<file path="config.mk">
export PLATFORM = sky130hd
export DESIGN_NAME = hex_supercover_line_walker
export DESIGN_NICKNAME = d
export VERILOG_FILES = /design/src/design/hslw_pkg.sv /design/src/design/hex_supercover_line_walker.sv
export SDC_FILE = /design/constraint.sdc
export NUM_CORES = 1
export LEC_CHECK = 0
export BUFFER_PORTS_ARGS = -buffer_cell sky130_fd_sc_hd__buf_2
export CORE_UTILIZATION = 45
export CTS_CLUSTER_SIZE = 40
export DETAILED_ROUTE_END_ITERATION = 8
export PLACE_DENSITY = 0.67
export SETUP_SLACK_MARGIN = 0.15
export SYNTH_ARGS = -nofsm -noshare
export SYNTH_HDL_FRONTEND = slang
export SYNTH_SLANG_ARGS = --single-unit
</file>
<file path="constraint.sdc">
create_clock -name clk -period 3 [get_ports clk]
set_input_delay 0.6 -clock clk [delete_from_list [all_inputs] [get_ports clk]]
set_output_delay 0.6 -clock clk [all_outputs]
set_load 0.03 [all_outputs]
</file>
<file path="src/design/hslw_pkg.sv">
// ----------------------------------------------------------------------------
// hslw_pkg
// types, widths and the control store of the hex line walker
// ----------------------------------------------------------------------------
package hslw_pkg;

    localparam int TILE_QW    = 5;
    localparam int TILE_SW    = 7;
    localparam int IN_FLD_W   = 5;
    localparam int IN_DATA_W  = 24;
    localparam int OUT_DATA_W = 24;
    localparam int OUT_USED_W = 2 * TILE_QW + TILE_SW;

    typedef logic [1:0] pc_t;

    localparam pc_t PC_FETCH = 2'd0;
    localparam pc_t PC_SETUP = 2'd1;
    localparam pc_t PC_WALK  = 2'd2;

    typedef enum logic [1:0]
    {
        COND_NONE,
        COND_IN,
        COND_OUT
    } cond_t;

    typedef enum logic
    {
        BR_SEQ,
        BR_LAST
    } br_t;

    typedef struct packed
    {
        cond_t cond;
        logic  take_in;
        logic  setup;
        logic  emit;
        br_t   br;
        pc_t   next_pc;
        pc_t   alt_pc;
    } uop_t;

    function automatic uop_t hslw_rom(input pc_t pc);
        uop_t u;
        u = '{cond: COND_NONE, take_in: 1'b0, setup: 1'b0, emit: 1'b0,
              br: BR_SEQ, next_pc: PC_FETCH, alt_pc: PC_FETCH};
        case (pc)
            PC_FETCH:
            begin
                u.cond    = COND_IN;
                u.take_in = 1'b1;
                u.next_pc = PC_SETUP;
            end
            PC_SETUP:
            begin
                u.setup   = 1'b1;
                u.next_pc = PC_WALK;
            end
            PC_WALK:
            begin
                u.cond    = COND_OUT;
                u.emit    = 1'b1;
                u.br      = BR_LAST;
                u.next_pc = PC_WALK;
                u.alt_pc  = PC_FETCH;
            end
            default:
            begin
                u.next_pc = PC_FETCH;
            end
        endcase
        return u;
    endfunction

endpackage

</file>
<file path="src/design/hex_supercover_line_walker.sv">
// ----------------------------------------------------------------------------
// hex_supercover_line_walker
// four-connected line walk between two axial hex tiles
// ----------------------------------------------------------------------------
// One start/end pair goes in on the slave side; 1 + |dq| + |dr| tiles come
// out on the master side, one per cycle while m_tready is high, the end tile
// marked by m_tlast. Each pair is first taken, then its deltas and the error
// term are set up, then its tiles are walked one by one, paced by a
// three-step control store and the single output register. A new pair is
// taken as soon as the last tile sits in the output register.
module hex_supercover_line_walker #(
    parameter int COORD_BITS = 5
) (
    input  logic                              clk,
    input  logic                              rst_n,
    // start_q, start_r, end_q, end_r, zero pad
    input  logic [hslw_pkg::IN_DATA_W-1:0]    s_tdata,
    input  logic                              s_tvalid,
    output logic                              s_tready,
    // tile_q, tile_r, tile_s, zero pad
    output logic [hslw_pkg::OUT_DATA_W-1:0]   m_tdata,
    output logic                              m_tlast,
    output logic                              m_tvalid,
    input  logic                              m_tready
);
    import hslw_pkg::*;

    localparam int W  = COORD_BITS;
    localparam int EW = COORD_BITS + 3;
    localparam int RW = COORD_BITS + 1;

    pc_t  pc_reg, pc_next;
    uop_t uop;
    logic go, out_free, last;

    logic signed [W-1:0]  cq_reg, cr_reg, eq_reg, er_reg;
    logic        [W-1:0]  dq_reg, dr_reg;
    logic                 q_up_reg, r_up_reg;
    logic signed [EW-1:0] err_reg;
    logic        [RW-1:0] rem_reg;

    logic signed [W:0]    diff_q, diff_r;
    logic        [W-1:0]  abs_q, abs_r;
    logic signed [EW-1:0] dq_e, dr_e;

    logic signed [TILE_SW-1:0] q_s, r_s, s_val;

    logic                  m_tvalid_reg;
    logic                  m_tlast_reg;
    logic [OUT_DATA_W-1:0] m_tdata_reg;

    assign uop      = hslw_rom(pc_reg);
    assign out_free = !m_tvalid_reg || m_tready;
    assign last     = (rem_reg == '0);

    always_comb
    begin
        case (uop.cond)
            COND_IN:  go = s_tvalid;
            COND_OUT: go = out_free;
            default:  go = 1'b1;
        endcase
        if (!go)
            pc_next = pc_reg;
        else if (uop.br == BR_LAST && last)
            pc_next = uop.alt_pc;
        else
            pc_next = uop.next_pc;
    end

    assign s_tready = uop.take_in;

    assign diff_q = (W+1)'(eq_reg) - (W+1)'(cq_reg);
    assign diff_r = (W+1)'(er_reg) - (W+1)'(cr_reg);
    assign abs_q  = diff_q[W] ? W'(-diff_q) : W'(diff_q);
    assign abs_r  = diff_r[W] ? W'(-diff_r) : W'(diff_r);
    assign dq_e   = signed'(EW'(dq_reg));
    assign dr_e   = signed'(EW'(dr_reg));

    assign q_s   = TILE_SW'(cq_reg);
    assign r_s   = TILE_SW'(cr_reg);
    assign s_val = -q_s - r_s;

    always_ff @(posedge clk or negedge rst_n)
    begin
        if (!rst_n)
            pc_reg <= PC_FETCH;
        else
            pc_reg <= pc_next;
    end

    always_ff @(posedge clk)
    begin
        if (go && uop.take_in)
        begin
            cq_reg <= s_tdata[W-1:0];
            cr_reg <= s_tdata[IN_FLD_W +: W];
            eq_reg <= s_tdata[2*IN_FLD_W +: W];
            er_reg <= s_tdata[3*IN_FLD_W +: W];
        end
        else if (go && uop.setup)
        begin
            dq_reg   <= abs_q;
            dr_reg   <= abs_r;
            q_up_reg <= eq_reg > cq_reg;
            r_up_reg <= er_reg > cr_reg;
            err_reg  <= signed'(EW'(abs_q)) - signed'(EW'(abs_r));
            rem_reg  <= RW'(abs_q) + RW'(abs_r);
        end
        else if (go && uop.emit)
        begin
            if (err_reg > 0)
            begin
                cq_reg  <= cq_reg + (q_up_reg ? W'(1) : '1);
                err_reg <= err_reg - (dr_e <<< 1);
            end
            else
            begin
                cr_reg  <= cr_reg + (r_up_reg ? W'(1) : '1);
                err_reg <= err_reg + (dq_e <<< 1);
            end
            rem_reg <= rem_reg - RW'(1);
        end
    end

    // output register
    always_ff @(posedge clk or negedge rst_n)
    begin
        if (!rst_n)
            m_tvalid_reg <= 1'b0;
        else if (go && uop.emit)
            m_tvalid_reg <= 1'b1;
        else if (m_tready)
            m_tvalid_reg <= 1'b0;
    end

    always_ff @(posedge clk)
    begin
        if (go && uop.emit)
        begin
            m_tdata_reg <= {(OUT_DATA_W - OUT_USED_W)'(0), s_val,
                            TILE_QW'(cr_reg), TILE_QW'(cq_reg)};
            m_tlast_reg <= last;
        end
    end

    assign m_tvalid = m_tvalid_reg;
    assign m_tdata  = m_tdata_reg;
    assign m_tlast  = m_tlast_reg;

endmodule

</file>
==> impl_metrics.yaml, run 1 <==
critical_path:
  worstPathMaxFanout: 4
  crit_path_end_kind: "register"
  critPathLaunchType: "register"
  worstReg2RegStart: "eq_reg[0]$_DFFE_PP_"
  worstReg2RegEnd: "err_reg[4]$_DFFE_PP_"
  cp_data_arrival_time_ns: 3.09
  rrSetupSlack_ns: -0.009
  path_class: "register to register"
  required_ns: 3.08
  r2r_cells: 14
routing:
  ant_nets: 0
  via_per_inst: 4.95
  num_vias: 3063
  drt-wirelength-per-cell_um: 14.1
  wl_um: 8740
  drt_iter0_drc: 76
  dr.pass1.iters: 5
  drcViolationCount: 0
layout:
  antenna_cells: 0
  fillers: 790
  largest_register_ffs: 17
  drive_above_1_share_pct: 32.7
  finalNetCount: 573
  area_delta_synth_final_pct: 25.2
yosys:
  postSynthCellCount: 394
  ys_async_sr_fraction_pct: 4.48
  ys_ff_latch: 67
  synth_cell_types: 45
  seq_area_frac_synth_pct: 45.1
  synth_ff_type: "edfxtp_1"
  synth_area_per_cell_um2: 11.2
  yosysWarningCount: 0
  synth_area_um2: 4430
  synth_edf_count: 64
timing:
  max_slew.worst_pin.slew_ns: 0.553
  relSlewSlack_pct: 63.1
  setup_ws_ns: -0.00887
  rsz0062_at_grt: "true"
  period_needed_ns: 3.01
  whs_ns: 0.0352
  setup_viol: 1
  hold_violations: 0
  skew_ns: 0.0192
  period_share_pct: 100
  max_freq_mhz: 332
  drv_slew: 0
grt:
  grt.met3_usage_pct: 4.00
  grt-ovfl-total: 0
  grt_max_degree: 33
  grt_pass1_vias: 3010
  busiest_layer: "met2"
  antenna_found_initial: 0
  met1_usage_pct: 22.2
  grt_pass1_wl_um: 13700
  grt_usage_pct: 17.5
  met2_usage_pct: 30.1
clock_tree:
  root_buffer: "clkbuf_8"
  cts_num_sinks: 67
  cts_tree: "done"
  clk_latency_ns: 0.35
  cts_buffers: 9
  cts.path.max_buffers: 2
  hold_buffers: 0
  clkTransAtPathRegs_ns: 0.08
  htreeDepth: 3
floorplan:
  boundaryPins: 55
  start_util_pct: 47.3
  dieArea_um2: 10200
  die_y_um: 101
  core-area_um2: 9370
  fp-row-count: 35
  die_w_um: 101
status:
  outcome: "finished, violations left"
  violations: "negative setup slack"
worst_hold_path:
  hp-class: "primary input to asynchronous set/reset pin"
placement:
  numPortBuffers: 43
  gp_congestion: 0.762
  dpl.hpwl_um: 6520
run:
  drv_cap: 0
[area by class of cell]
class | instances | area (µm²) | area share [%]
Clock buffer | 10 | 128 | 2.30
Timing Repair Buffer | 87 | 553 | 9.97
Multi-Input combinational cell | 276 | 2430 | 43.8
Inverter | 44 | 165 | 2.98
Clock inverter | 6 | 114 | 2.05
Sequential cell | 67 | 2000 | 36.0
Tap cell | 129 | 161 | 2.91
[cells by family (layout without fill, tap and decap cells)]
logic type / count (synthesis) / count (layout) / synth area share [%]
adders and majority gates: 60 / 60 / 18.3
DFF: 67 / 67 / 45.1
buffers and inverters: 57 / 147 / 5.54
xor gates and xnor gates: 44 / 44 / 8.70
AOI/OAI and AO/OA: 79 / 79 / 11.6
muxes: 13 / 13 / 3.22
and+or+nand+nor: 73 / 73 / 7.54
other: 1 / 7 / 0.0846
[cell usage in the layout (no fill, tap or decap), types with 6 or more instances in the layout]
cell | netlist | layout
a21o_1 | 10 | 10
mux2_2 | 10 | 8
nand2_1 | 25 | 24
xor2_1 | 17 | 15
ha_1 | 52 | 44
clkbuf_8 | 0 | 9
edfxtp_1 | 64 | 64
buf_2 | 1 | 43
buf_4 | 8 | 42
inv_1 | 44 | 40
nor2_1 | 22 | 18
nand2b_1 | 6 | 6
o21ai_0 | 15 | 12
ha_4 | 0 | 6
a21oi_2 | 2 | 8
a21oi_1 | 30 | 24
conb_1 | 1 | 7
xnor2_1 | 27 | 24
[timing repair]
| action | CTS | global route |
|---|---|---|
| setup buffers | 8 | 6 |
| pin swaps | 12 | 25 |
| setup endpoints to repair | 10 | 10 |
| gates resized for setup | 21 | 18 |
| gates cloned | 0 | 0 |
[Yosys cell counts (2+ instances only)]
cell      number  area (µm²)
a21o_1        10        75.1
clkbuf_1       4        15.0
edfxtp_1      64        1920
nand2_1       25        93.8
mux2_2        10         113
o21ai_0       15        75.1
buf_4          8        60.1
nor2_1        22        82.6
a31oi_2        2        25.0
a21oi_1       30         150
nor3_1         5        25.0
fa_1           8         160
mux2i_1        3        30.0
a21oi_2        2        17.5
xor2_1        17         149
nand2b_1       6        37.5
o21bai_1       5        37.5
ha_1          52         651
o22ai_1        2        12.5
inv_1         44         165
o21ai_1        2        10.0
and2_1         2        12.5
nor2b_1        6        37.5
xnor2_1       27         236
dfrtp_1        3        75.1
[worst max-delay path by stage]
stage,start,endpoint,slack (ns),cells after the start
2_1_floorplan,cr_reg[0]$_DFFE_PP_,err_reg[4]$_DFFE_PP_,0.09,10
3_3_place_gp,eq_reg[0]$_DFFE_PP_,err_reg[5]$_DFFE_PP_,-0.03,14
3_5_place_dp,eq_reg[0]$_DFFE_PP_,err_reg[6]$_DFFE_PP_,-0.1,14
4_1_cts,eq_reg[0]$_DFFE_PP_,rem_reg[4]$_DFFE_PP_,0.05,14
5_1_grt,eq_reg[0]$_DFFE_PP_,err_reg[7]$_DFFE_PP_,-0.14,14
6_report,eq_reg[0]$_DFFE_PP_,err_reg[4]$_DFFE_PP_,-0.009,14
[stage by stage]
step	worst slack (ns)	setup TNS [ns]	instances	instance area, µm²	util (%)
after CTS	0.0493	0	613	5420	57.8
after detailed placement	-0.0982	-0.328	589	5010	53.5
after floorplan	0.0906	0	400	4490	-
after global placement	-0.0270	-0.0700	589	5010	53.5
after global routing	-0.142	-0.922	619	5550	59.2
final	-0.00887	-0.00887	619	5550	59.2
[per-layer routing]
layer	vias up	share of wire, %
met1	1456	45
li1	1534	-
met5	-	0
met3	9	4.2
met4	0	0.97
met2	64	49
[critical path, stage by stage, from the launching register on]
cell	delay [ns]
edfxtp_1	0.39
inv_2	0.09
ha_4	0.14
inv_2	0.04
fa_1	0.57
inv_2	0.06
ha_4	0.17
and3_4	0.16
mux2i_1	0.12
o21ai_1	0.09
a21oi_2	0.15
xor2_2	0.23
ha_4	0.27
xnor2_2	0.19
a21oi_1	0.08
Power of run 1 is not shown: default switching activity piles up to over one toggle a cycle in this logic, so the estimate is an artifact.
==> run 2, diff against run 1 <==
--- a/config.mk
+++ b/config.mk
@@ -6,10 +6,9 @@
 export NUM_CORES = 1
 export LEC_CHECK = 0
 export BUFFER_PORTS_ARGS = -buffer_cell sky130_fd_sc_hd__buf_2
-export CORE_UTILIZATION = 45
+export CORE_UTILIZATION = 35
 export CTS_CLUSTER_SIZE = 40
 export DETAILED_ROUTE_END_ITERATION = 8
-export PLACE_DENSITY = 0.67
 export SETUP_SLACK_MARGIN = 0.15
 export SYNTH_ARGS = -nofsm -noshare
 export SYNTH_HDL_FRONTEND = slang
==> constraint.sdc (replaced) <==
create_clock -name clk -period 2.54 [get_ports clk]
set_input_delay 0.508 -clock clk [delete_from_list [all_inputs] [get_ports clk]]
set_output_delay 0.508 -clock clk [all_outputs]
set_load 0.03 [all_outputs]
==> run 2 against run 1 <==
The run still ends with negative setup slack left. Register-to-register slack worse by 0.42 ns. Sequential share of layout area is 2.8 points lower. First-iteration DRC count is 100% higher. Core utilization is 9.8 points lower. Wire length is 11% higher. Worst setup slack worse by 0.42 ns. Non-clock buffer count is 44 higher. Cell count is 13% higher. Clock skew is 0.012 ns lower. Global-route usage is 1.4 points lower. Sequential cell count stayed put. Count of clock-buffer cells in the layout is 1 lower. Largest cell class unchanged.
==> impl_metrics.yaml, run 2 (synthesis gave the netlist of run 1 again) <==
critical_path:
  crit_path_end_kind: "register"
  crit_start: "cr_reg[0]$_DFFE_PP_"
  critPathLaunchType: "register"
  worstReg2RegStart: "cr_reg[0]$_DFFE_PP_"
  cp_data_arrival_time_ns: 3.06
  path_cells: "ha_4 > fa_1 > ha_1 > inv_1 > mux2_4 > fa_2 > a21o_1 > a21oi_2 > xnor2_1 > a21oi_1"
  cpMaxStageDelayCell: "fa_1"
  cpPeakStageDelay_ns: 0.51
  path_class: "register to register"
  crit_buf_inv: 1
  cp_top_family: "adder cells"
  required_ns: 2.63
  worstPathMaxFanout: 4
clock_tree:
  cts.path.max_buffers: 2
  cts_buffers: 9
  htreeDepth: 3
  root_buffer: "clkbuf_16"
  clkTransAtPathRegs_ns: 0.06
  clk_latency_ns: 0.34
  cts_tree: "done"
  cts_num_sinks: 67
routing:
  drcViolationCount: 0
  dr.pass1.iters: 5
  drt-wirelength-per-cell_um: 13.8
  wl_um: 9700
  drt_iter0_drc: 152
  ant_nets: 0
  via_per_inst: 4.58
  num_vias: 3214
placement:
  dpl.hpwl_um: 7310
  place_area_um2: 5430
  numPortBuffers: 43
  gp_congestion: 0.833
floorplan:
  die_w_um: 115
  core-area_um2: 12200
  dieArea_um2: 13100
  start_util_pct: 36.4
  boundaryPins: 55
  die_y_um: 115
  fp-row-count: 40
grt:
  antenna_found_initial: 0
  grt_pass1_wl_um: 15900
  grt_max_degree: 25
  grt_pass1_vias: 3289
  grt_usage_pct: 16.1
  grt-ovfl-total: 0
layout:
  fillers: 1096
  antenna_cells: 0
  layout_commonest_cell: "buf_4"
  largest_register_ffs: 17
  final_cell_mix: "buf_4 (84), edfxtp_1 (64), ha_1 (45)"
  stdcell_area_um2: 6010
  finalNetCount: 617
  drive_above_1_share_pct: 38.8
  area_delta_synth_final_pct: 35.8
timing:
  drv_slew: 0
  relSlewSlack_pct: 61.8
  period_needed_ns: 2.97
  max_slew.worst_pin.slew_ns: 0.572
  setup_ws_ns: -0.427
  max_freq_mhz: 337
  hold_violations: 0
  period_share_pct: 117
  setup_viol: 12
  rsz0062_at_grt: "true"
  skew_ns: 0.00687
status:
  outcome: "finished, violations left"
  violations: "negative setup slack"
run:
  drv_cap: 0
worst_hold_path:
  hp-class: "primary input to register"
  hold_start: "s_tdata[15]"
-- run 2: cell count changes in the layout (fill, tap and decap cells not counted), moves of 3 or more --
cell	before	now
inv_2	4	7
clkbuf_8	9	0
xnor2_1	24	21
xnor2_2	3	6
clkinv_1	0	3
inv_1	40	37
buf_4	42	84
clkbuf_16	0	9
-- run 2: cell type report --
| class | instances | area, µm² | area share [%] |
|---|---|---|---|
| well taps | 168 | 210 | 3.49 |
| clock inverters | 7 | 58.8 | 0.978 |
| multi-input cells | 276 | 2470 | 41.0 |
| flip-flops and latches | 67 | 2000 | 33.2 |
| clock buffers | 9 | 225 | 3.74 |
| inverters | 44 | 165 | 2.75 |
| repair buffers | 131 | 890 | 14.8 |
-- run 2: what timing repair did --
item | in CTS | in global routing
gates cloned | 0 | 0
resized for setup | 26 | 21
setup buffers | 5 | 4
hold buffers | 1 | 0
pin swaps | 24 | 26
hold endpoints to repair | 3 | 0
endpoints found under the setup margin | 13 | 19
-- run 2: final timing paths --
kind	end	slack [ns]	cells past startpoint
setup / recovery	err_reg[4]$_DFFE_PP_	-0.43	10
hold / removal	er_reg[0]$_DFFE_PP_	0.34	1
setup reg to reg	err_reg[4]$_DFFE_PP_	-0.43	10
hold reg to reg	m_tvalid$_DFFE_PN0P_	0.53	2
max in group asynchronous	m_tvalid$_DFFE_PN0P_	1.93	2
min in group asynchronous	pc_reg[0]$_DFFE_PN0N_	0.50	2
-- run 2: stage by stage --
stage	TNS [ns]	worst slack, ns	hold WS, ns	cells	util, %
CTS	-3.38	-0.397	0.327	698	48.4
global route	-4.95	-0.536	0.323	702	49.5
detailed placement	-4.91	-0.590	0.310	676	44.7
global placement	-3.94	-0.474	0.307	676	44.7
finish	-4.08	-0.427	0.339	702	49.5
floorplan	-3.02	-0.369	0.212	400	-
-- run 2: routing by layer --
metal  share of wire, %  track usage (%)
met1                 47             21.0
met5                  0                0
met2                 48             26.3
met4                1.5             6.49
met3                3.4             3.39
Power of run 2 is left out for the same reason.
